<file path="config.mk">
export PLATFORM = sky130hd
export DESIGN_NAME = thread_table_scheduler
export DESIGN_NICKNAME = d
export VERILOG_FILES = /design/src/rtl/core/tts_pkg.sv /design/src/rtl/core/tts_slot_ram.sv /design/src/rtl/core/thread_table_scheduler.sv
export SDC_FILE = /design/constraint.sdc
export NUM_CORES = 1
export LEC_CHECK = 0
export BUFFER_PORTS_ARGS = -buffer_cell sky130_fd_sc_hd__buf_4
export CORE_MARGIN = 2
export CORE_UTILIZATION = 45
export CTS_CLUSTER_DIAMETER = 50
export DETAILED_ROUTE_END_ITERATION = 8
export GPL_ROUTABILITY_DRIVEN = 0
export PLACE_DENSITY = 0.72
export SETUP_SLACK_MARGIN = 0.15
export SYNTH_ARGS = -nofsm -noshare
export SYNTH_HDL_FRONTEND = slang
export SYNTH_HIERARCHICAL = 1
export SYNTH_SLANG_ARGS = --single-unit
</file>
<file path="constraint.sdc">
create_clock -name i_clk -period 5.71 [get_ports i_clk]
set_input_delay 0.2855 -clock i_clk [delete_from_list [all_inputs] [get_ports i_clk]]
set_output_delay 0.2855 -clock i_clk [all_outputs]
set_load 0.05 [all_outputs]
</file>
<file path="src/rtl/core/tts_pkg.sv">
// Shared types, codes and widths for the thread table scheduler.
package tts_pkg;

    // Default table size
    localparam int MAX_THREADS_DEF = 16;

    // Field widths
    localparam int ID_W       = 9;
    localparam int TID_W      = 8;
    localparam int LIFE_W     = 16;
    localparam int PRIO_W     = 8;
    localparam int CMD_W      = 2;
    localparam int POL_W      = 2;
    localparam int CFG_IDX_W  = 2;
    localparam int CFG_DATA_W = 16;

    // Command codes
    localparam logic [CMD_W-1:0] CMD_CREATE = 2'd0;
    localparam logic [CMD_W-1:0] CMD_TICK   = 2'd1;
    localparam logic [CMD_W-1:0] CMD_EXIT   = 2'd2;

    // Policy codes
    localparam logic [POL_W-1:0] POL_FIFO = 2'd0;
    localparam logic [POL_W-1:0] POL_SJF  = 2'd1;
    localparam logic [POL_W-1:0] POL_PRIO = 2'd2;
    localparam logic [POL_W-1:0] POL_RR   = 2'd3;

    // Configuration register indexes
    localparam logic [CFG_IDX_W-1:0] CFG_POLICY    = 2'd0;
    localparam logic [CFG_IDX_W-1:0] CFG_MAIN_LIFE = 2'd1;
    localparam logic [CFG_IDX_W-1:0] CFG_MAIN_PRIO = 2'd2;

    // Id of the main thread
    localparam logic signed [ID_W-1:0] MAIN_ID = -9'sd1;

    // One table entry
    typedef struct packed {
        logic signed [ID_W-1:0] id;
        logic [LIFE_W-1:0]      life;
        logic [PRIO_W-1:0]      prio;
    } t_slot;

    // Sequencer states
    typedef enum logic [2:0] {
        ST_IDLE,
        ST_EXIT_RD,
        ST_EXIT_UPD,
        ST_SCAN,
        ST_DONE
    } t_state;

endpackage

</file>
<file path="src/rtl/core/tts_slot_ram.sv">
// Thread table storage: one write port, one registered read port.
module tts_slot_ram #(
    parameter int DEPTH = tts_pkg::MAX_THREADS_DEF,
    parameter int AW    = 4
) (
    input  logic            i_clk,
    input  logic            i_wr_en,
    input  logic [AW-1:0]   i_wr_addr,
    input  tts_pkg::t_slot  i_wr_data,
    input  logic            i_rd_en,
    input  logic [AW-1:0]   i_rd_addr,
    output tts_pkg::t_slot  o_rd_data
);

    tts_pkg::t_slot r_mem [DEPTH];
    tts_pkg::t_slot r_rd_data;

    // Write entry
    always_ff @(posedge i_clk) begin
        if (i_wr_en) begin
            r_mem[i_wr_addr] <= i_wr_data;
        end
    end

    // Read entry into a registered output
    always_ff @(posedge i_clk) begin
        if (i_rd_en) begin
            r_rd_data <= r_mem[i_rd_addr];
        end
    end

    assign o_rd_data = r_rd_data;

endmodule

</file>
<file path="src/rtl/core/thread_table_scheduler.sv">
// Thread scheduler top level: command sequencer, table scan and result register.
//
// Thread table scheduler. Slot 0 is the main thread (id -1); create items append
// threads in creation order, tick items pick the next thread under the policy
// register (FIFO, shortest job, priority, round robin) and exit items retire or
// age the running thread. Every item yields one result beat. Entries live in a
// one-read-port table with a registered read port; a tick scans it one entry per
// cycle, and an exit under round robin or priority reads the running entry and
// writes it back through the exit read and update states. A finished result
// waits in the output register while the next item is taken. No clearing pass
// runs after reset; config writes are taken at once.
module thread_table_scheduler #(
    parameter int MAX_THREADS = tts_pkg::MAX_THREADS_DEF
) (
    input  logic                                 i_clk,
    input  logic                                 i_rst_n,
    // Item input
    input  logic                                 i_in_valid,
    output logic                                 o_in_ready,
    input  logic [tts_pkg::CMD_W-1:0]            i_cmd,
    input  logic [tts_pkg::TID_W-1:0]            i_thread_id,
    input  logic [tts_pkg::LIFE_W-1:0]           i_run_length,
    input  logic [tts_pkg::PRIO_W-1:0]           i_urgency,
    // Result output
    output logic                                 o_out_valid,
    input  logic                                 i_out_ready,
    output logic signed [tts_pkg::ID_W-1:0]      o_running_id,
    output logic                                 o_switched,
    output logic                                 o_none_ready,
    output logic                                 o_retired,
    output logic                                 o_table_full,
    // Configuration writes
    input  logic                                 i_cfg_valid,
    output logic                                 o_cfg_ready,
    input  logic [tts_pkg::CFG_IDX_W-1:0]        i_cfg_index,
    input  logic [tts_pkg::CFG_DATA_W-1:0]       i_cfg_data
);

    localparam int SW = (MAX_THREADS > 1) ? $clog2(MAX_THREADS) : 1;
    localparam int CW = $clog2(MAX_THREADS + 1);

    // Configuration
    logic [tts_pkg::POL_W-1:0]  r_policy;
    logic [tts_pkg::LIFE_W-1:0] r_main_life;
    logic [tts_pkg::PRIO_W-1:0] r_main_prio;

    // Scheduler state
    tts_pkg::t_state            r_st, n_st;
    logic [CW-1:0]              r_count;
    logic [SW-1:0]              r_cur;
    logic signed [tts_pkg::ID_W-1:0] r_cur_id;
    logic [MAX_THREADS-1:0]     r_dead;

    // Scan state
    logic [SW-1:0]              r_addr;
    logic [CW-1:0]              r_left;
    logic                       r_chk;
    logic [SW-1:0]              r_chk_addr;
    logic                       r_found;
    logic [SW-1:0]              r_best_addr;
    logic signed [tts_pkg::ID_W-1:0] r_best_id;
    logic [tts_pkg::LIFE_W-1:0] r_best_life;
    logic [tts_pkg::PRIO_W-1:0] r_best_prio;

    // Pending result flags
    logic r_res_switched, r_res_none, r_res_retired, r_res_full;

    // Output register
    logic                       r_out_valid;
    logic signed [tts_pkg::ID_W-1:0] r_out_id;
    logic r_out_switched, r_out_none, r_out_retired, r_out_full;

    // Table port
    logic           mem_wr_en, mem_rd_en;
    logic [SW-1:0]  mem_wr_addr, mem_rd_addr;
    tts_pkg::t_slot mem_wr_data, mem_rd_data;

    logic in_acc, out_free, rr_mode, tbl_full;
    logic [CW-1:0] addr_inc, cur_inc;
    logic [SW-1:0] addr_adv, cur_adv;
    logic signed [tts_pkg::ID_W-1:0] chk_id;
    logic [tts_pkg::LIFE_W-1:0] chk_life, dec_life;
    logic [tts_pkg::PRIO_W-1:0] chk_prio;
    logic chk_live, better, take, scan_done, fin_found;
    logic [SW-1:0] fin_addr, next_slot;
    logic signed [tts_pkg::ID_W-1:0] fin_id;

    tts_slot_ram #(
        .DEPTH (MAX_THREADS),
        .AW    (SW)
    ) u_ram (
        .i_clk     (i_clk),
        .i_wr_en   (mem_wr_en),
        .i_wr_addr (mem_wr_addr),
        .i_wr_data (mem_wr_data),
        .i_rd_en   (mem_rd_en),
        .i_rd_addr (mem_rd_addr),
        .o_rd_data (mem_rd_data)
    );

    assign in_acc   = i_in_valid && o_in_ready;
    assign out_free = !r_out_valid || i_out_ready;
    assign rr_mode  = (r_policy == tts_pkg::POL_FIFO) || (r_policy == tts_pkg::POL_RR);
    assign tbl_full = (r_count == CW'(MAX_THREADS));

    // Advance slot indexes in creation order, wrapping at the thread count
    assign addr_inc = CW'(r_addr) + CW'(1);
    assign addr_adv = (addr_inc == r_count) ? '0 : addr_inc[SW-1:0];
    assign cur_inc  = CW'(r_cur) + CW'(1);
    assign cur_adv  = (cur_inc == r_count) ? '0 : cur_inc[SW-1:0];

    // Substitute the main entry for slot 0
    always_comb begin
        if (r_chk_addr == '0) begin
            chk_id   = tts_pkg::MAIN_ID;
            chk_life = r_main_life;
            chk_prio = r_main_prio;
        end else begin
            chk_id   = mem_rd_data.id;
            chk_life = mem_rd_data.life;
            chk_prio = mem_rd_data.prio;
        end
    end

    // Compare the entry that just came back against the best so far
    assign chk_live  = r_chk && !r_dead[r_chk_addr] && (rr_mode || (chk_id != r_cur_id));
    assign better    = !r_found || ((r_policy == tts_pkg::POL_SJF) ?
                                    (chk_life < r_best_life) : (chk_prio > r_best_prio));
    assign take      = chk_live && (rr_mode || better);
    assign fin_found = r_found || take;
    assign fin_addr  = take ? r_chk_addr : r_best_addr;
    assign fin_id    = take ? chk_id : r_best_id;
    assign scan_done = r_chk && ((rr_mode && chk_live) || (r_left == '0));
    assign next_slot = fin_found ? fin_addr : r_cur;
    assign dec_life  = mem_rd_data.life - tts_pkg::LIFE_W'(1);

    // Next state
    always_comb begin
        n_st = r_st;
        case (r_st)
            tts_pkg::ST_IDLE: begin
                if (in_acc) begin
                    if (i_cmd == tts_pkg::CMD_TICK) begin
                        n_st = (r_count <= CW'(1)) ? tts_pkg::ST_DONE : tts_pkg::ST_SCAN;
                    end else if (i_cmd == tts_pkg::CMD_EXIT && !rr_mode
                                 && r_policy != tts_pkg::POL_SJF && r_cur != '0) begin
                        n_st = tts_pkg::ST_EXIT_RD;
                    end else if (i_cmd == tts_pkg::CMD_EXIT && r_policy == tts_pkg::POL_RR
                                 && r_cur != '0) begin
                        n_st = tts_pkg::ST_EXIT_RD;
                    end else begin
                        n_st = tts_pkg::ST_DONE;
                    end
                end
            end
            tts_pkg::ST_EXIT_RD:  n_st = tts_pkg::ST_EXIT_UPD;
            tts_pkg::ST_EXIT_UPD: n_st = tts_pkg::ST_DONE;
            tts_pkg::ST_SCAN: begin
                if (scan_done) begin
                    n_st = tts_pkg::ST_DONE;
                end
            end
            tts_pkg::ST_DONE: begin
                if (out_free) begin
                    n_st = tts_pkg::ST_IDLE;
                end
            end
            default: n_st = tts_pkg::ST_IDLE;
        endcase
    end

    // Table port and handshake controls
    always_comb begin
        o_in_ready  = 1'b0;
        mem_rd_en   = 1'b0;
        mem_rd_addr = r_addr;
        mem_wr_en   = 1'b0;
        mem_wr_addr = r_count[SW-1:0];
        mem_wr_data.id   = $signed({1'b0, i_thread_id});
        mem_wr_data.life = i_run_length;
        mem_wr_data.prio = i_urgency;
        case (r_st)
            tts_pkg::ST_IDLE: begin
                o_in_ready = 1'b1;
                mem_wr_en  = i_in_valid && (i_cmd == tts_pkg::CMD_CREATE) && !tbl_full;
            end
            tts_pkg::ST_EXIT_RD: begin
                mem_rd_en   = 1'b1;
                mem_rd_addr = r_cur;
            end
            tts_pkg::ST_EXIT_UPD: begin
                mem_wr_en        = 1'b1;
                mem_wr_addr      = r_cur;
                mem_wr_data.id   = mem_rd_data.id;
                mem_wr_data.life = dec_life;
                mem_wr_data.prio = mem_rd_data.prio;
            end
            tts_pkg::ST_SCAN: begin
                mem_rd_en = (r_left != '0);
            end
            default: ;
        endcase
    end

    // Configuration registers, always ready
    assign o_cfg_ready = 1'b1;

    always_ff @(posedge i_clk) begin
        if (!i_rst_n) begin
            r_policy    <= tts_pkg::POL_FIFO;
            r_main_life <= '0;
            r_main_prio <= '0;
        end else if (i_cfg_valid) begin
            case (i_cfg_index)
                tts_pkg::CFG_POLICY:    r_policy    <= i_cfg_data[tts_pkg::POL_W-1:0];
                tts_pkg::CFG_MAIN_LIFE: r_main_life <= i_cfg_data;
                tts_pkg::CFG_MAIN_PRIO: r_main_prio <= i_cfg_data[tts_pkg::PRIO_W-1:0];
                default: ;
            endcase
        end
    end

    // Control state: sequencer, table bookkeeping, scan progress
    always_ff @(posedge i_clk) begin
        if (!i_rst_n) begin
            r_st        <= tts_pkg::ST_IDLE;
            r_count     <= CW'(1);
            r_cur       <= '0;
            r_cur_id    <= tts_pkg::MAIN_ID;
            r_dead      <= '0;
            r_chk       <= 1'b0;
            r_found     <= 1'b0;
            r_left      <= '0;
            r_out_valid <= 1'b0;
        end else begin
            r_st <= n_st;

            // Start an item
            if (in_acc) begin
                r_chk   <= 1'b0;
                r_found <= 1'b0;
                if (i_cmd == tts_pkg::CMD_CREATE && !tbl_full) begin
                    r_dead[r_count[SW-1:0]] <= 1'b0;
                    r_count <= r_count + CW'(1);
                end
                if (i_cmd == tts_pkg::CMD_EXIT && (r_policy == tts_pkg::POL_FIFO
                                                   || r_policy == tts_pkg::POL_SJF)) begin
                    r_dead[r_cur] <= 1'b1;
                end
                if (rr_mode) begin
                    r_left <= r_count - CW'(1);
                end else begin
                    r_left <= r_count;
                end
            end

            // Age the running thread and retire it at zero
            if (r_st == tts_pkg::ST_EXIT_UPD && dec_life == '0) begin
                r_dead[r_cur] <= 1'b1;
            end

            // Walk the table one entry a cycle
            if (r_st == tts_pkg::ST_SCAN) begin
                r_chk <= (r_left != '0);
                if (r_left != '0) begin
                    r_left <= r_left - CW'(1);
                end
                r_found <= fin_found;
                if (scan_done) begin
                    r_cur <= next_slot;
                    if (fin_found) begin
                        r_cur_id <= fin_id;
                    end
                end
            end

            // Hold the result until the beat is taken
            if (r_st == tts_pkg::ST_DONE && out_free) begin
                r_out_valid <= 1'b1;
            end else if (i_out_ready) begin
                r_out_valid <= 1'b0;
            end
        end
    end

    // Payload registers
    always_ff @(posedge i_clk) begin
        if (in_acc) begin
            r_addr         <= rr_mode ? cur_adv : '0;
            r_res_switched <= 1'b0;
            r_res_none     <= (i_cmd == tts_pkg::CMD_TICK) && (r_count <= CW'(1));
            r_res_retired  <= (i_cmd == tts_pkg::CMD_EXIT) && (r_policy == tts_pkg::POL_FIFO
                                                              || r_policy == tts_pkg::POL_SJF);
            r_res_full     <= (i_cmd == tts_pkg::CMD_CREATE) && tbl_full;
        end
        if (r_st == tts_pkg::ST_EXIT_UPD) begin
            r_res_retired <= (dec_life == '0);
        end
        if (r_st == tts_pkg::ST_SCAN) begin
            if (r_left != '0) begin
                r_addr     <= addr_adv;
                r_chk_addr <= r_addr;
            end
            if (take) begin
                r_best_addr <= r_chk_addr;
                r_best_id   <= chk_id;
                r_best_life <= chk_life;
                r_best_prio <= chk_prio;
            end
            if (scan_done) begin
                r_res_none <= !fin_found;
                if (rr_mode) begin
                    r_res_switched <= (r_cur != '0) || (next_slot != '0);
                end else begin
                    r_res_switched <= fin_found && (fin_id != r_cur_id);
                end
            end
        end
        if (r_st == tts_pkg::ST_DONE && out_free) begin
            r_out_id       <= r_cur_id;
            r_out_switched <= r_res_switched;
            r_out_none     <= r_res_none;
            r_out_retired  <= r_res_retired;
            r_out_full     <= r_res_full;
        end
    end

    assign o_out_valid  = r_out_valid;
    assign o_running_id = r_out_id;
    assign o_switched   = r_out_switched;
    assign o_none_ready = r_out_none;
    assign o_retired    = r_out_retired;
    assign o_table_full = r_out_full;

`ifndef SYNTHESIS
    // Thread count stays between one and the table size
    a_count_range: assert property (@(posedge i_clk) disable iff (!i_rst_n)
        (r_count != '0) && (r_count <= CW'(MAX_THREADS)))
        else $error("thread count out of range");

    // Running slot always lies inside the filled part of the table
    a_cur_in_table: assert property (@(posedge i_clk) disable iff (!i_rst_n)
        CW'(r_cur) < r_count)
        else $error("running slot beyond thread count");

    // Main id belongs to slot 0 and to no other slot
    a_main_id: assert property (@(posedge i_clk) disable iff (!i_rst_n)
        (r_cur == '0) == (r_cur_id == tts_pkg::MAIN_ID))
        else $error("running id does not match running slot");

    // A finished result waits while the output beat is stalled
    a_done_hold: assert property (@(posedge i_clk) disable iff (!i_rst_n)
        (r_st == tts_pkg::ST_DONE && r_out_valid && !i_out_ready) |=> (r_st == tts_pkg::ST_DONE))
        else $error("result dropped while output stalled");
`endif

endmodule

</file>
* Word-level counts from Yosys, hierarchy flattened
Memory sizes are Yosys's and may differ from the RTL's. A register that Yosys moved wholly into a read port is not among the register bits.
Cells that the tools add are included.
** Storage, ports and cells
- Register bits after elaboration :: 133
- Bits in writable memories :: 528
- Input port bits :: 57
- Logic and storage cells :: 184
- Memories kept :: 1
** Memory list
- u_ram.r_mem :: words 16, bits a word 33, rd ports 1, clocked after memory_dff 1, write ports 1, line tts_slot_ram.sv:15 : tts_pkg::t_slot r_mem [DEPTH];
** Cells by class
- $add $sub $neg :: 6
- $lt $le $gt $ge :: 8
- Equal/unequal tests :: 19
- Mux-type cells :: 60
- Bitwise logic cells :: 4
- Reductions and logical operators :: 59
** Operators with widths (count)
- 2-to-1 mux 16 bit :: 8
- 2-to-1 mux 4 bit :: 10
- 2-to-1 mux 33 bit :: 1
- bitwise OR 16 bit :: 2
- logical AND 1 bit :: 22
- 2-to-1 mux 1 bit :: 21
- 2-to-1 mux 3 bit :: 7
- 2-to-1 mux 5 bit :: 4
- 2-to-1 mux 9 bit :: 2
- != test 9 bit :: 2
- AND 16 bit :: 1
- zero test 16 bit :: 1
- less-than comparator 16 bit :: 1
- NOT 16 bit :: 1
- subtractor 16 x 1 -> 16 bit, second input constant :: 1
- less-than comparator 4 x 5 -> 1 bit, second input constant :: 3
- one-hot mux 3 bit (5 select lines) :: 1
- AND reduction 2 bit :: 7
- adder 4 x 1 -> 5 bit, second input constant :: 2
- equality test 5 bit :: 2
- subtractor 5 x 1 -> 5 bit, second input constant :: 2
- logical OR 1 bit :: 9
- demux 1 bit (select 4 bit) :: 2
- greater-or-equal comparator 4 x 1 -> 1 bit, second input constant :: 2
- other kinds (23) :: 42

* Logic depth before layout (Yosys ltp)
Gate-level depths: netlist (run 1).
- Word-level depth :: 15
- Gate-level depth with buffers :: 19
- Depth with buffers taken out :: 14

* Modules after synthesis
The synthesis (run 1) kept the hierarchy.
** Modules (own cells, without submodules)
- tts_slot_ram :: times used 1, cells each 864, area each 20961.4 µm², seq. area each 16846.2 µm²
- thread_table_scheduler :: times used 1, cells each 885, area each 7948.9 µm², seq. area each 3223.1 µm²

* Worst setup path after synthesis (run 1)
Ideal clock, no wire load.
- Path kind :: reg-to-reg
- From :: reg r_st[2]
- To :: mem u_ram/r_mem[0][0] (netlist bit), enable pin
- Setup time :: 0.464 ns
- Arrival time :: 5.394 ns
- Required time :: 5.246 ns
- Path slack :: -0.148 ns
- Stages on the path, launching flop included :: 10
- Path buffers :: 1
- Path through :: dfxtp_1 > clkbuf_1 > nor3_1 > nand2_1 > inv_1 > nand2_1 > nor3_2 > nand2b_1 > or3b_2 > nor3_1
** On the way
- Cells in the longest elaborated chain, start to end :: 4
- Elaborated cells on any way between the ends :: 6
- Those cells by class :: eq/ne: 1; mux: 4; reduce/logical: 1
** Ends and longest elaborated chain
- start: declaration :: line thread_table_scheduler.sv:48 : tts_pkg::t_state r_st, n_st;
- start signal: assignment :: line thread_table_scheduler.sv:226 : r_st <= tts_pkg::ST_IDLE;
- start signal: assignment :: line thread_table_scheduler.sv:236 : r_st <= n_st;
- equality test 3 x 2 -> 1 bit / zero test 3 bit (equally long branches) :: line thread_table_scheduler.sv:182 : case (r_st)
- one-hot mux 1 bit (2 select lines) * :: line thread_table_scheduler.sv:182
- via mem_wr_en :: line thread_table_scheduler.sv:74 : logic mem_wr_en, mem_rd_en;
- 2-to-1 mux 1 bit * :: line tts_slot_ram.sv:20 : if (i_wr_en) begin
- 2-to-1 mux 1 bit (not written as such) * :: line tts_slot_ram.sv:21 : r_mem[i_wr_addr] <= i_wr_data;
- end: declaration :: line tts_slot_ram.sv:15
Mark *: on every way through the listed nets, which the timed path passes. The rest lies on a longest branch.

* Worst setup path in the final report (run 1)
- From :: reg r_chk_addr[0]
- To :: reg r_res_switched
** On the way
- Cells in the longest elaborated chain, start to end :: 14
- Elaborated cells on any way between the ends :: 31
- Those cells by class :: order compare: 2; eq/ne: 2; mux: 12; reduce/logical: 15
** Ends and longest elaborated chain
- start: declaration :: line thread_table_scheduler.sv:58 : logic [SW-1:0] r_chk_addr;
- start signal: assignment :: line thread_table_scheduler.sv:302 : r_chk_addr <= r_addr;
- zero test 4 bit * :: line thread_table_scheduler.sv:114 : if (r_chk_addr == '0) begin
- 2-to-1 mux 16 bit * :: line thread_table_scheduler.sv:114
- via chk_life (one bit) :: line thread_table_scheduler.sv:82 : logic [tts_pkg::LIFE_W-1:0] chk_life, dec_life;
- less-than comparator 16 bit * :: line thread_table_scheduler.sv:128 : (chk_life < r_best_life) : (chk_prio > r_best_prio));
- 2-to-1 mux 1 bit * :: line thread_table_scheduler.sv:127 : assign better = !r_found || ((r_policy == tts_pkg::POL_SJF) ?
- logical OR 1 bit * :: line thread_table_scheduler.sv:127
- logical OR 1 bit * :: line thread_table_scheduler.sv:129 : assign take = chk_live && (rr_mode || better);
- logical AND 1 bit * :: line thread_table_scheduler.sv:129
- 2-to-1 mux 4 bit / logical OR 1 bit (equally long branches)
- 2-to-1 mux 4 bit :: line thread_table_scheduler.sv:134 : assign next_slot = fin_found ? fin_addr : r_cur;
- nonzero test 4 bit :: line thread_table_scheduler.sv:313 : r_res_switched <= (r_cur != '0) || (next_slot != '0);
- logical OR 1 bit :: line thread_table_scheduler.sv:313
- 2-to-1 mux 1 bit * :: line thread_table_scheduler.sv:312 : if (rr_mode) begin
- 2-to-1 mux 1 bit * :: line thread_table_scheduler.sv:310 : if (scan_done) begin
- 2-to-1 mux 1 bit * :: line thread_table_scheduler.sv:299 : if (r_st == tts_pkg::ST_SCAN) begin
- end signal: assignment :: line thread_table_scheduler.sv:313
- end signal: assignment :: line thread_table_scheduler.sv:315 : r_res_switched <= fin_found && (fin_id != r_cur_id);
- end: declaration :: line thread_table_scheduler.sv:66 : logic r_res_switched, r_res_none, r_res_retired, r_res_full;
Mark *: on every way through the listed nets, which the timed path passes. The rest lies on a longest branch. The select of a mux whose other input is x is not followed.
A chain may end at the register's enable or synchronous reset.

==> out/results.md, run 1 <==
### Power and ir drop
* 44.4% — fraction of power consumed by the clock network
* 11.0 nW — Leak Pwr
* 5.1% — part of the power in combinational logic
* 21.3% — switching share of total power
* 2.35 mW — power spent charging and discharging nets
* 50.5% — Seq pwr share
* 8.71 mW — internal power contribution
* 207 µV — maximum ir drop on the vdd rail
* 332 nW/µm² — ratio of total power to cell area

### GRT
* 99 — pin count of the biggest net entering global routing
* 0 — initial antenna violation count
* 0 — Overflow after GRT
* 21.2% — Global Route Usage Sum
* 16587 — vias in the first global route
* 104000 µm — global-route wire length before repair

### Timing
* 4.72 ns — min cycle time layout
* 212 MHz — highest attainable clock frequency
* 1.33 ns — worst-margin pin slew
* 0.987 ns — Worst Setup Slack, final
* 0 — Slew Viols, Final
* 0 ns — Total Negative Setup Slacks
* 82.7% — Tcrit/Tclk final
* 0 — count of endpoints failing setup in the final report
* 0.0300 ns — setup skew after layout
* 0 — hold violation count in the final report
* 0.0962 ns — WHS
* 11.0% — remaining max-slew budget at the tightest pin
* no — unrepaired setup endpoints after global routing

### Route
* 5.96 — via density per instance
* 0 — count of unresolved DRC violations after routing
* 0 — antenna-violating nets left
* 25.4 µm — routed wire length per instance
* 5 — TritonRoute pass-1 iters
* 70600 µm — Total Wirelength
* 1751 — Detailed Route Iter0 Violations
* 16559 — DR vias

### Floorplanning
* 63300 µm² — standard cell core area
* 257 µm — Die W
* 257 µm — Die H
* 92 — number of placement rows
* 73 — num ports
* 66300 µm² — die area
* 45.7% — initial standard-cell utilization of the core

### Worst setup path
* r_chk_addr[0] — first element of the critical path
* r_chk_addr[0] — worst r2r src
* flop — CP startpoint kind
* 5.22 ns — endpoint arrival time on the critical path
* flop — critical path endpoint category
* 14 — number of cells on the worst reg-to-reg path
* 21 — maximum fanout encountered on the critical timing path
* 6.21 ns — required time at the worst-slack endpoint
* flop to flop — Setup Crit Path Kind

### Place
* 1.10 ns — Setup Slack @ Placement
* 71 — count of input and output buffers
* 2618 — number of instances in the placed design
* 40000 µm — Post-DP HPWL

### Min path
* 4 — hold-critical path depth
* i_cfg_index[0] — hold path start
* input pin to flop — kind of path behind the tightest hold check

### Synthesis
* 79 — number of distinct standard cells referenced by the synthesized netlist
* edfxtp_1 64%, mux4_2 9.1%, dfxtp_1 5.3% — Area contributors post-synth
* 6 — count of yosys warnings during synthesis
* edfxtp_1 — cell type contributing the most total cell area after synthesis
* 617 x edfxtp_1, 181 x nand2_1, 117 x mux4_2 — most numerous cell types in the synthesized netlist
* 694 — #FFs+latches synth
* 69.4% — post-synthesis sequential area ratio
* 1844 — post-synth net total
* edfxtp_1 — most instantiated library cell after synthesis
* 64.1% — share of Yosys cell area claimed by the top area cell type
* 617 — number of synthesized flops with an enable pin
* 16.5 µm² — mean instance size in the synthesized netlist
* 0% — share of synthesized registers carrying an async set or reset
* 28900 µm² — post-synthesis cell area
* edfxtp_1 — predominant post-synthesis flop cell
* 1749 — Post-Synthesis Cells

### Finish
* 22.6% — proportion of layout cells with a drive suffix above 1
* 2779 — filler-free cell count of the finished design
* 15.2% — area growth from synthesis to layout
* 1964 — nets@finish
* 0 — diode insertion count for antenna repair
* 52.6% — share of the core filled with cells in the final layout

### Clock tree
* 3 — maximum clock path buffer count
* done — TritonCTS clock tree
* 0 — setup bufs post-CTS
* 3 — CTS H-tree lvls
* clkbuf_16 — root buf cell
* 0.07 ns — clock slew at reported path FFs
* 0.62 ns — Worst-Skew Late Latency
* 0 — Resize count post-CTS
* 76 — CTS buffer count
* 694 — Num Clock Sinks

### Run status
* completed — outcome

### Job
* 0 — number of violations of the max-capacitance limit

## final cells by class
type | instances | area (µm²)
Fill cell | 4982 | 30000
Timing Repair Buffer | 137 | 1180
Inverter | 54 | 203
Sequential cell | 694 | 20100
Clock buffer | 92 | 2030
Clock inverter | 50 | 510
Multi-Input combinational cell | 906 | 8270
Tap cell | 846 | 1060
## registers in the layout (all words and copies together), names as in the netlist, 2 cells and up
register and flops:
u_ram/o_rd_data 33, r_policy 2, r_best_life 16, r_addr 4
r_main_life 16, r_best_addr 4, r_best_id 9, r_cur_id 9
o_running_id 9, r_count 5, r_dead 16, r_left 5
r_cur 4, r_main_prio 8, u_ram/r_mem 528, r_st 3
r_best_prio 8, r_chk_addr 4
## final timing paths
check	end	slack [ns]
worst max-delay path	r_res_switched	0.99
worst min register to register	o_table_full	0.42
worst min-delay path	r_policy[1]	0.1
worst max register to register	r_res_switched	0.99
## through the flow
| step | total power, mW | instance area [µm²] |
|---|---|---|
| floorplan | 6.12 | 28900 |
| global placement | 6.24 | 30600 |
| detailed placement | 6.26 | 30600 |
| CTS | 11.1 | 33300 |
| global route | 11.4 | 33300 |
| finish | 11.1 | 33300 |
## power by group through the flow
stage / logic (mW) / clock network (mW) / registers (mW)
final: 0.569 / 4.91 / 5.59
after global routing: 0.617 / 5.19 / 5.59
after CTS: 0.575 / 4.97 / 5.58
after detailed placement: 0.563 / 0 / 5.69
after global placement: 0.548 / 0 / 5.69
after floorplan: 0.425 / 0 / 5.70
## what timing repair did
action	4_1_cts	5_1_grt
hold buffers	19	0
endpoints found under the setup margin	0	0
hold endpoints to repair	28	0
## kinds of logic after synthesis
family / after synthesis / share of synthesized area [%]
DFF: 694 / 69.4
other: 1 / 0.0130
muxes: 184 / 12.7
adders and majority gates: 38 / 1.64
AOI/OAI and AO/OA: 243 / 5.86
xor gates and xnor gates: 37 / 1.12
buffers and inverters: 149 / 2.60
and+or+nand+nor: 403 / 6.68
## cell usage in the layout, fill, tap and decap left out, types with 7 or more instances in the layout
cell type,n
a21boi_0,26
clkinv_2,15
nor4_1,7
bufinv_16,7
mux4_1,19
edfxtp_1,617
nor3b_1,7
nand3_1,30
nor2_4,13
a22oi_1,71
xor2_1,13
clkbuf_16,79
clkbuf_1,13
mux2i_1,15
inv_1,54
mux4_2,117
xnor2_1,24
a21oi_1,24
mux2_2,29
dlygate4sd3_1,19
ha_1,38
nand2_1,181
clkinv_1,9
o211ai_1,8
nand4_1,10
dfxtp_1,77
o21ai_0,48
nor2b_1,25
o22ai_1,10
a21boi_1,10
buf_4,110
nor2_1,53
nor3_1,15
buf_12,8
nand3b_1,8
## critical path: stages (launching register included)
cell,delay [ns]
edfxtp_1,0.58
nor4_4,0.54
buf_4,0.38
mux2_2,0.39
ha_1,0.32
a21oi_1,0.17
a21boi_0,0.11
o31ai_1,0.36
nand4_2,0.18
o2111ai_4,0.38
nand2_4,0.23
mux2i_1,0.21
a222oi_1,0.43
and4_1,0.26
o31ai_2,0.06
## metal layers
| metal | part of all wire (%) | GRT usage [%] | wire (µm) |
|---|---|---|---|
| met3 | 8.2 | 3.54 | 5790 |
| met5 | 0 | 0 | 0 |
| met1 | 41 | 29.4 | 29100 |
| met2 | 48 | 34.4 | 34000 |
| met4 | 2.4 | 6.34 | 1670 |
(Power assumes the default switching activity.)
==> run 2: changes to the inputs <==
Clock period 5.71 ns to 4.6 ns, I/O delays scaled along.
==> run 2 against run 1 <==
Net effect:
- critical path depth is the same
- utilization grew 0.44 points
- sequential cell count is the same
- first-iteration DRC count shrank 0.34%
- sequential share of layout area shrank 0.50 points
- register-to-register slack lost 0.56 ns
- wire length shrank 2.9%
- clock skew shrank 0.0020 ns
- design area grew 0.83%
- die area is the same
- fmax grew 13%
==> out/results.md, run 2 (synthesized netlist as in run 1, its figures left out) <==
### Min path
* input pin to flop — kind of path behind the tightest hold check

### Power and ir drop
* 43.6% — fraction of power consumed by the clock network, -0.8 points
* 51.0% — Seq pwr share, +0.5 points
* 2.91 mW — power spent charging and discharging nets, +24%
* 10.7 mW — internal power contribution, +23%
* 21.4% — switching share of total power, +0.14 points
* 5.4% — part of the power in combinational logic, +0.3 points
* 11.1 nW — Leak Pwr, +0.83%
* 233 µV — maximum ir drop on the vdd rail, +12%
* 13.6 mW — overall power of the completed layout, +23%
* 404 nW/µm² — ratio of total power to cell area, +22%

### Finish
* 53.1% — share of the core filled with cells in the final layout, +0.44 points
* 617 x edfxtp_1, 181 x nand2_1, 117 x mux4_2, 114 x buf_4 — top library cells by usage in the layout, fill and taps aside
* 16.2% — area growth from synthesis to layout
* edfxtp_1 — most common library cell in the layout ignoring fill and taps
* 528 — number of flip-flops in the largest register, unchanged
* u_ram/r_mem — register containing the most flip-flops in the final layout
* 4942 — final-layout fill cell count, -0.80%
* 1982 — nets@finish, +0.92%
* 22.8% — proportion of layout cells with a drive suffix above 1, +0.28 points
* 2796 — filler-free cell count of the finished design, +0.61%

### Timing
* 4.17 ns — min cycle time layout, -0.548 ns
* 0 — count of endpoints failing setup in the final report, unchanged
* 0 — hold violation count in the final report, unchanged
* no — unrepaired setup endpoints after global routing
* 0.0373 ns — WHS, -0.0589 ns
* 90.8% — Tcrit/Tclk final, +8.0 points
* 1.14 ns — worst-margin pin slew, -0.193 ns
* 240 MHz — highest attainable clock frequency, +13%
* 0.0280 ns — setup skew after layout, -0.00198 ns
* 23.8% — remaining max-slew budget at the tightest pin, +13 points
* 0 — Slew Viols, Final, unchanged

### Clock tree
* 0.62 ns — Worst-Skew Late Latency, about the same
* 75 — CTS buffer count, -1.3%
* 3 — CTS H-tree lvls, unchanged
* 694 — Num Clock Sinks, unchanged
* 0.06 ns — clock slew at reported path FFs, about the same
* done — TritonCTS clock tree
* clkbuf_16 — root buf cell
* 3 — maximum clock path buffer count, unchanged

### Floorplanning
* 73 — num ports, unchanged
* 45.7% — initial standard-cell utilization of the core, unchanged
* 257 µm — Die W, unchanged
* 63300 µm² — standard cell core area, unchanged
* 257 µm — Die H, unchanged
* 92 — number of placement rows, unchanged
* 66300 µm² — die area, unchanged

### Worst setup path
* 0.48 ns — Critical Path Max Stage Delay, -0.10 ns
* 5.08 ns — required time at the worst-slack endpoint, -1.13 ns
* 4.66 ns — endpoint arrival time on the critical path, -0.56 ns
* 2 — Buf/Inv on CP, +1
* 23 — maximum fanout encountered on the critical timing path, +9.5%
* flop — critical path endpoint category
* nor4_4, clkbuf_16, mux2_2, ha_1, a21o_1, a211oi_1, a211oi_1, o311ai_2, o2111ai_4, buf_4, a31o_2, a222oi_1, and4_1, o31ai_2 — CP cell instances
* flop — CP startpoint kind
* compound AO/OA/AOI/OAI gates — CP delay by family, top
* a211oi_1 — cell occurring most often along the worst timing path
* flop to flop — Setup Crit Path Kind
* edfxtp_1 — critical path's slowest cell

### GRT
* 102000 µm — global-route wire length before repair, -2.0%
* 72 — pin count of the biggest net entering global routing, -27%
* 16370 — vias in the first global route, -1.3%
* 1 — initial antenna violation count, +1
* 20.6% — Global Route Usage Sum, -0.58 points
* 0 — Overflow after GRT, unchanged

### Route
* 68500 µm — Total Wirelength, -2.9%
* 0 — count of unresolved DRC violations after routing, unchanged
* 6 — TritonRoute pass-1 iters, +1
* 5.87 — via density per instance, -1.5%
* 16416 — DR vias, -0.86%
* 24.5 µm — routed wire length per instance, -3.5%
* 1745 — Detailed Route Iter0 Violations, -0.34%
* 0 — antenna-violating nets left, unchanged

### Place
* 2631 — number of instances in the placed design, +0.50%
* 71 — count of input and output buffers, unchanged
* 38900 µm — Post-DP HPWL, -2.6%

### Job
* 0 — number of violations of the max-capacitance limit, unchanged

### Run status
* completed — outcome

## run 2: cell types whose count changed in the layout (fill, tap and decap cells not counted), sizes merged
cell / delta
clkinv: -12
clkbuf: +8
diode: +1
inv: +5
buf: +18
clkinvlp: -1
bufinv: -2
## run 2: area by class of cell
type | instances | area, µm² | area share [%]
flip-flops and latches | 694 | 20100 | 59.8
inverters | 54 | 203 | 0.603
clock inverters | 40 | 435 | 1.30
repair buffers | 156 | 1500 | 4.47
clock buffers | 99 | 2010 | 5.98
multi-input cells | 906 | 8310 | 24.7
diodes | 1 | 2.50 | 0.00745
well taps | 846 | 1060 | 3.15
## run 2: timing repair
action	4_1_cts	5_1_grt
resized for setup	1	2
endpoints found under the hold margin	28	0
hold buffers	19	0
setup endpoints to repair	1	1
pin swaps	0	2
cloned	0	1
setup buffers	0	5
## run 2: tightest hold or removal path, cell delays in order
cell and delay (ns):
buf_4 0.09, nor3b_1 0.07, a21oi_1 0.14, nor2b_1 0.05
## run 2: layer usage
layer / share of wire (%) / vias up / GRT usage [%] / routed length [µm]
met2: 47 / 779 / 32.8 / 32500
li1: - / 7158 / - / -
met1: 42 / 8349 / 29.1 / 28600
met5: 0 / - / 0 / 0
met4: 2.4 / 0 / 5.97 / 1630
met3: 8.4 / 130 / 3.80 / 5760
## run 2: per-stage QoR
| stage | setup WS, ns | setup TNS [ns] | cell area (µm²) |
|---|---|---|---|
| floorplan | -0.359 | -47.16 | 29000 |
| global placement | 0.172 | 0 | 30900 |
| detailed placement | 0.181 | 0 | 30900 |
| CTS | 0.290 | 0 | 33500 |
| global route | 0.174 | 0 | 33600 |
| finish | 0.425 | 0 | 33600 |
## run 2: final timing paths
kind,cells after the start,to,slack (ns),start
worst min register to register,0,o_none_ready,0.43,r_res_none
worst min-delay path,4,r_policy[0],0.04,i_cfg_index[1]
worst max register to register,14,r_res_switched,0.43,r_chk_addr[0]
worst max-delay path,14,r_res_switched,0.43,r_chk_addr[0]
## run 2: power groups by stage
stage | combinational, mW | sequential (mW) | clock, mW
4_1_cts | 0.740 | 6.93 | 6.01
2_1_floorplan | 0.530 | 7.07 | 0
3_5_place_dp | 0.725 | 7.06 | 0
3_3_place_gp | 0.705 | 7.06 | 0
5_1_grt | 0.790 | 6.93 | 6.24
6_report | 0.729 | 6.93 | 5.92
